===== config.mk =====
export PLATFORM = sky130hd
export DESIGN_NAME = bft_ctrl
export DESIGN_NICKNAME = d
export VERILOG_FILES = /design/src/rtl/core/bft_pkg.sv /design/src/rtl/core/bft_ctrl.sv
export SDC_FILE = /design/constraint.sdc
export NUM_CORES = 1
export LEC_CHECK = 0
export ABC_AREA = 1
export BUFFER_PORTS_ARGS = -buffer_cell sky130_fd_sc_hd__buf_2
export CORE_AREA = 2 2 39 41
export CTS_BUF_LIST = sky130_fd_sc_hd__clkbuf_16
export DETAILED_ROUTE_END_ITERATION = 8
export DIE_AREA = 0 0 41 43
export GPL_ROUTABILITY_DRIVEN = 1
export GPL_TIMING_DRIVEN = 0
export MAX_ROUTING_LAYER = met4
export PLACE_DENSITY = 0.42
export SYNTH_ARGS = -nofsm -noshare
export SYNTH_HDL_FRONTEND = slang
export SYNTH_SLANG_ARGS = --single-unit

===== constraint.sdc =====
create_clock -name aclk -period 1 [get_ports aclk]
set_input_delay 0.2 -clock aclk [delete_from_list [all_inputs] [get_ports aclk]]
set_output_delay 0.2 -clock aclk [all_outputs]
set_load 0.005 [all_outputs]

===== src/rtl/core/bft_pkg.sv =====
// ----------------------------------------------------------------------------
// Bigram frequency table package
// Word formats, operation and status codes, controller states and the
// command/status bundles between controller and datapath.
// ----------------------------------------------------------------------------
package bft_pkg;

    // operation codes carried in the kind field
    localparam logic [1:0] KIND_ADD   = 2'd0;
    localparam logic [1:0] KIND_FIND  = 2'd1;
    localparam logic [1:0] KIND_READ  = 2'd2;
    localparam logic [1:0] KIND_CLEAR = 2'd3;

    // result status codes
    localparam logic [1:0] ST_HIT  = 2'd0;
    localparam logic [1:0] ST_NEW  = 2'd1;
    localparam logic [1:0] ST_NONE = 2'd2;
    localparam logic [1:0] ST_FULL = 2'd3;

    typedef struct packed {
        logic [1:0]  kind;
        logic [15:0] key;
        logic [31:0] amount;
        logic [7:0]  index;
    } in_word_t;

    typedef struct packed {
        logic [1:0]  status;
        logic [7:0]  position;
        logic [15:0] entry_key;
        logic [31:0] frequency;
        logic [8:0]  fill_count;
    } out_word_t;

    typedef enum logic [2:0] {
        FSM_IDLE,
        FSM_SCAN,
        FSM_RD_ISSUE,
        FSM_RD_LATCH,
        FSM_FINISH
    } fsm_state_t;

    typedef struct packed {
        logic load_in;
        logic scan_step;
        logic rd_issue;
        logic rd_latch;
        logic finish;
    } dp_cmd_t;

    typedef struct packed {
        logic [1:0] new_kind;
        logic       scan_done;
        logic       out_free;
    } dp_sts_t;

endpackage


===== src/rtl/core/bft_ctrl.sv =====
// ----------------------------------------------------------------------------
// Bigram frequency table controller
// Sequences one word at a time: table scan, indexed read or neither (clear),
// then the update and result load.
// ----------------------------------------------------------------------------
module bft_ctrl (
    input  logic             aclk,
    input  logic             aresetn,
    input  logic             s_valid,
    output logic             s_ready,
    output bft_pkg::dp_cmd_t cmd,
    input  bft_pkg::dp_sts_t sts
);
    import bft_pkg::*;

    fsm_state_t state_reg;
    fsm_state_t state_next;

    always_ff @(posedge aclk) begin
        if (!aresetn) begin
            state_reg <= FSM_IDLE;
        end else begin
            state_reg <= state_next;
        end
    end

    always_comb begin
        state_next = state_reg;
        unique case (state_reg)
            FSM_IDLE: begin
                if (s_valid) begin
                    unique case (sts.new_kind)
                        KIND_ADD, KIND_FIND: state_next = FSM_SCAN;
                        KIND_READ:           state_next = FSM_RD_ISSUE;
                        default:             state_next = FSM_FINISH;
                    endcase
                end
            end
            FSM_SCAN: begin
                if (sts.scan_done) begin
                    state_next = FSM_FINISH;
                end
            end
            FSM_RD_ISSUE: state_next = FSM_RD_LATCH;
            FSM_RD_LATCH: state_next = FSM_FINISH;
            FSM_FINISH: begin
                if (sts.out_free) begin
                    state_next = FSM_IDLE;
                end
            end
            default: state_next = FSM_IDLE;
        endcase
    end

    always_comb begin
        s_ready       = (state_reg == FSM_IDLE);
        cmd.load_in   = (state_reg == FSM_IDLE) && s_valid;
        cmd.scan_step = (state_reg == FSM_SCAN);
        cmd.rd_issue  = (state_reg == FSM_RD_ISSUE);
        cmd.rd_latch  = (state_reg == FSM_RD_LATCH);
        // hold the result until the output register can take it
        cmd.finish    = (state_reg == FSM_FINISH) && sts.out_free;
    end

endmodule


==> flow_metrics.tcl <==
set metrics [dict create \
    p_comb_frac 0.504 \
    routed_wl_um 707 \
    worstPathArrival_ns 0.98 \
    yosys-top-cells-area "dfxtp_1, inv_1, nor2_1" \
    grt_pass1_vias 237 \
    fin_nets 69 \
    stdcell_count 77 \
    p_int_uw 1130 \
    ir_worst_vdd_mv 1.96 \
    criticalPathCategory "reg2out" \
    worstPathRequired_ns 0.80 \
    yosys.area_share.simple 0.527 \
    dieArea_um2 1760 \
    largest_reg_flops 3 \
    synth-main-ff-cell "dfxtp_1" \
    cts_buffers 3 \
    cts_tree "done" \
    p_sw_uw 611 \
    clock_skew_ns 0.00220 \
    syn_area_um2 228 \
    fmax_ghz 0.847 \
    finalPower_uw 1740 \
    tightest_slew_ns 0.169 \
    place_congestion 0.735 \
    synthMuxAreaShare 0 \
    synth_nets 47 \
    vias 296 \
    violations "setup timing" \
    wl_per_cell_um 9.18 \
    max_cap_viol_count 0 \
    yosys_warnings 0 \
    dp_cells 68 \
    end_kind "output port" \
    die_w_um 41 \
    grt_first_pass_wirelength_um 952 \
    ys_seq_area_frac 0.264 \
    final-setup-viol-count 9 \
    clock_latency_ns 0.22 \
    syn2layout_area_growth_pct 121 \
    grt_usage 0.0812 \
    start_util 0.165 \
    cts_buffer_depth 2 \
    min_period_ns 1.18 \
    p_leak_uw 0.000269 \
    status "finished, violations left" \
    rows 14 \
    fp.coreArea_um2 1380 \
    antenna_cells 0 \
    ys_async_sr_fraction 0 \
    slew_violations 0 \
    dp_hpwl_um 436 \
    synth_compound_area_frac 0.0440 \
    synth-adder-area-share 0 \
    clock_sinks 3 \
    ys_ff_latch 3 \
    drt_iter0_markers 0 \
    numPortBuffers 12 \
    h-tree-depth 1 \
    rsz0062_at_grt "yes" \
    viasPerCell 3.84 \
    fin_util 0.363 \
    avgSynthCellArea_um2 5.69 \
    tns_ns -1.00 \
    cts.hold.buffers_added 0 \
    fin_crit_sh 1.18 \
    layout-drive-gt1-share 0.590 \
    pwr-share-seq 0.147 \
    gr-total-overflow 0 \
    synth_edf_count 0 \
    drc 0 \
    antenna_found_initial 0 \
    drtAntennaViolNets 0 \
    placed_cell_area_um2 308 \
    grt_max_degree 6 \
    cts-root-buf "clkbuf_16" \
    ioPinCount 13 \
    hold_path.class "in2reg" \
    fin_ws_ns -0.180 \
    path_max_fanout 4 \
    power.density_nw_per_um2 3470 \
    synth_top_area_frac 0.264 \
    die_y_um 43 \
    syn_inst 40 \
    synthXorXnorAreaFrac 0 \
    hold_viol_final 0 \
    p_sw_frac 0.351 \
    final_cell_area_um2 503 \
    yosys.area.top_type "dfxtp_1" \
    dr.pass1.iters 1 \
    synth_top_family_by_area "simple AND/OR/NAND/NOR gates" \
    clkPwrFrac 0.349 \
    synthTopCellsByCount "inv_1, nor2_1, nand2_1, nand3_1, dfxtp_1" \
    clk_pin_slew_ns 0.03 \
    critPathLaunchType "register" \
    synthDistinctLibCells 13 \
    relSlewSlack 0.886 \
]
metal layers:
layer,share of wire,track usage,wire (µm)
met1,0.42,0.119,294
met2,0.54,0.0938,380
met3,0.045,0.0628,32
met4,0,0,0
met5,0,-,0
metrics by stage:
stage               worst slack, ns  hold slack (ns)
finish                       -0.180            0.224
global route                 -0.266            0.236
CTS                          -0.188            0.225
detailed placement          -0.0458            0.459
global placement            -0.0318            0.456
floorplan                    0.0702            0.320
layout by cell type, fill, tap and decap left out, drive strengths merged:
cell type,instances
nand2,7
nor4,1
buf,17
nand3,6
nor2,10
clkbuf,3
nand3b,1
dfxtp,3
inv,11
o21ai,2
worst max-delay path: stages, from the launching register on:
cell and delay, ns:
dfxtp_4 0.38, inv_1 0.06, nand3_1 0.15, inv_1 0.05, buf_2 0.12
timing repair:
item / 4_1_cts / 5_1_grt
setup buffers: 3 / 2
gates resized for setup: 10 / 10
setup endpoints to repair: 9 / 9
pin swaps: 4 / 3
power groups by stage:
stage / clock network, µW / registers (µW) / logic (µW)
after detailed placement: 0 / 214 / 483
after global placement: 0 / 215 / 490
after floorplan: 0 / 202 / 348
after global routing: 639 / 265 / 965
after CTS: 623 / 246 / 634
final: 609 / 256 / 878
final timing paths:
kind	cells past startpoint	to	start	slack (ns)
setup reg to reg	6	state_reg[2]	state_reg[1]	-0.05
hold reg to reg	4	state_reg[2]	state_reg[0]	0.69
hold / removal	3	state_reg[1]	aresetn	0.22
setup / recovery	4	cmd[2]	state_reg[0]	-0.18
cells by family (layout without fill, tap and decap cells):
logic type	Yosys count	after routing
AOI/OAI and AO/OA	2	2
buffers and inverters	10	31
DFF	3	3
and+or+nand+nor	25	25
cell type report:
cell class              count  area [µm²]
repair buffers             17         108
clock buffers               3        75.1
fillers                   149         881
inverters                  10        40.0
multi-input cells          27         188
clock inverters             1        3.75
flip-flops and latches      3        68.8
well taps                  16        20.0
(Power assumes the default switching activity.)
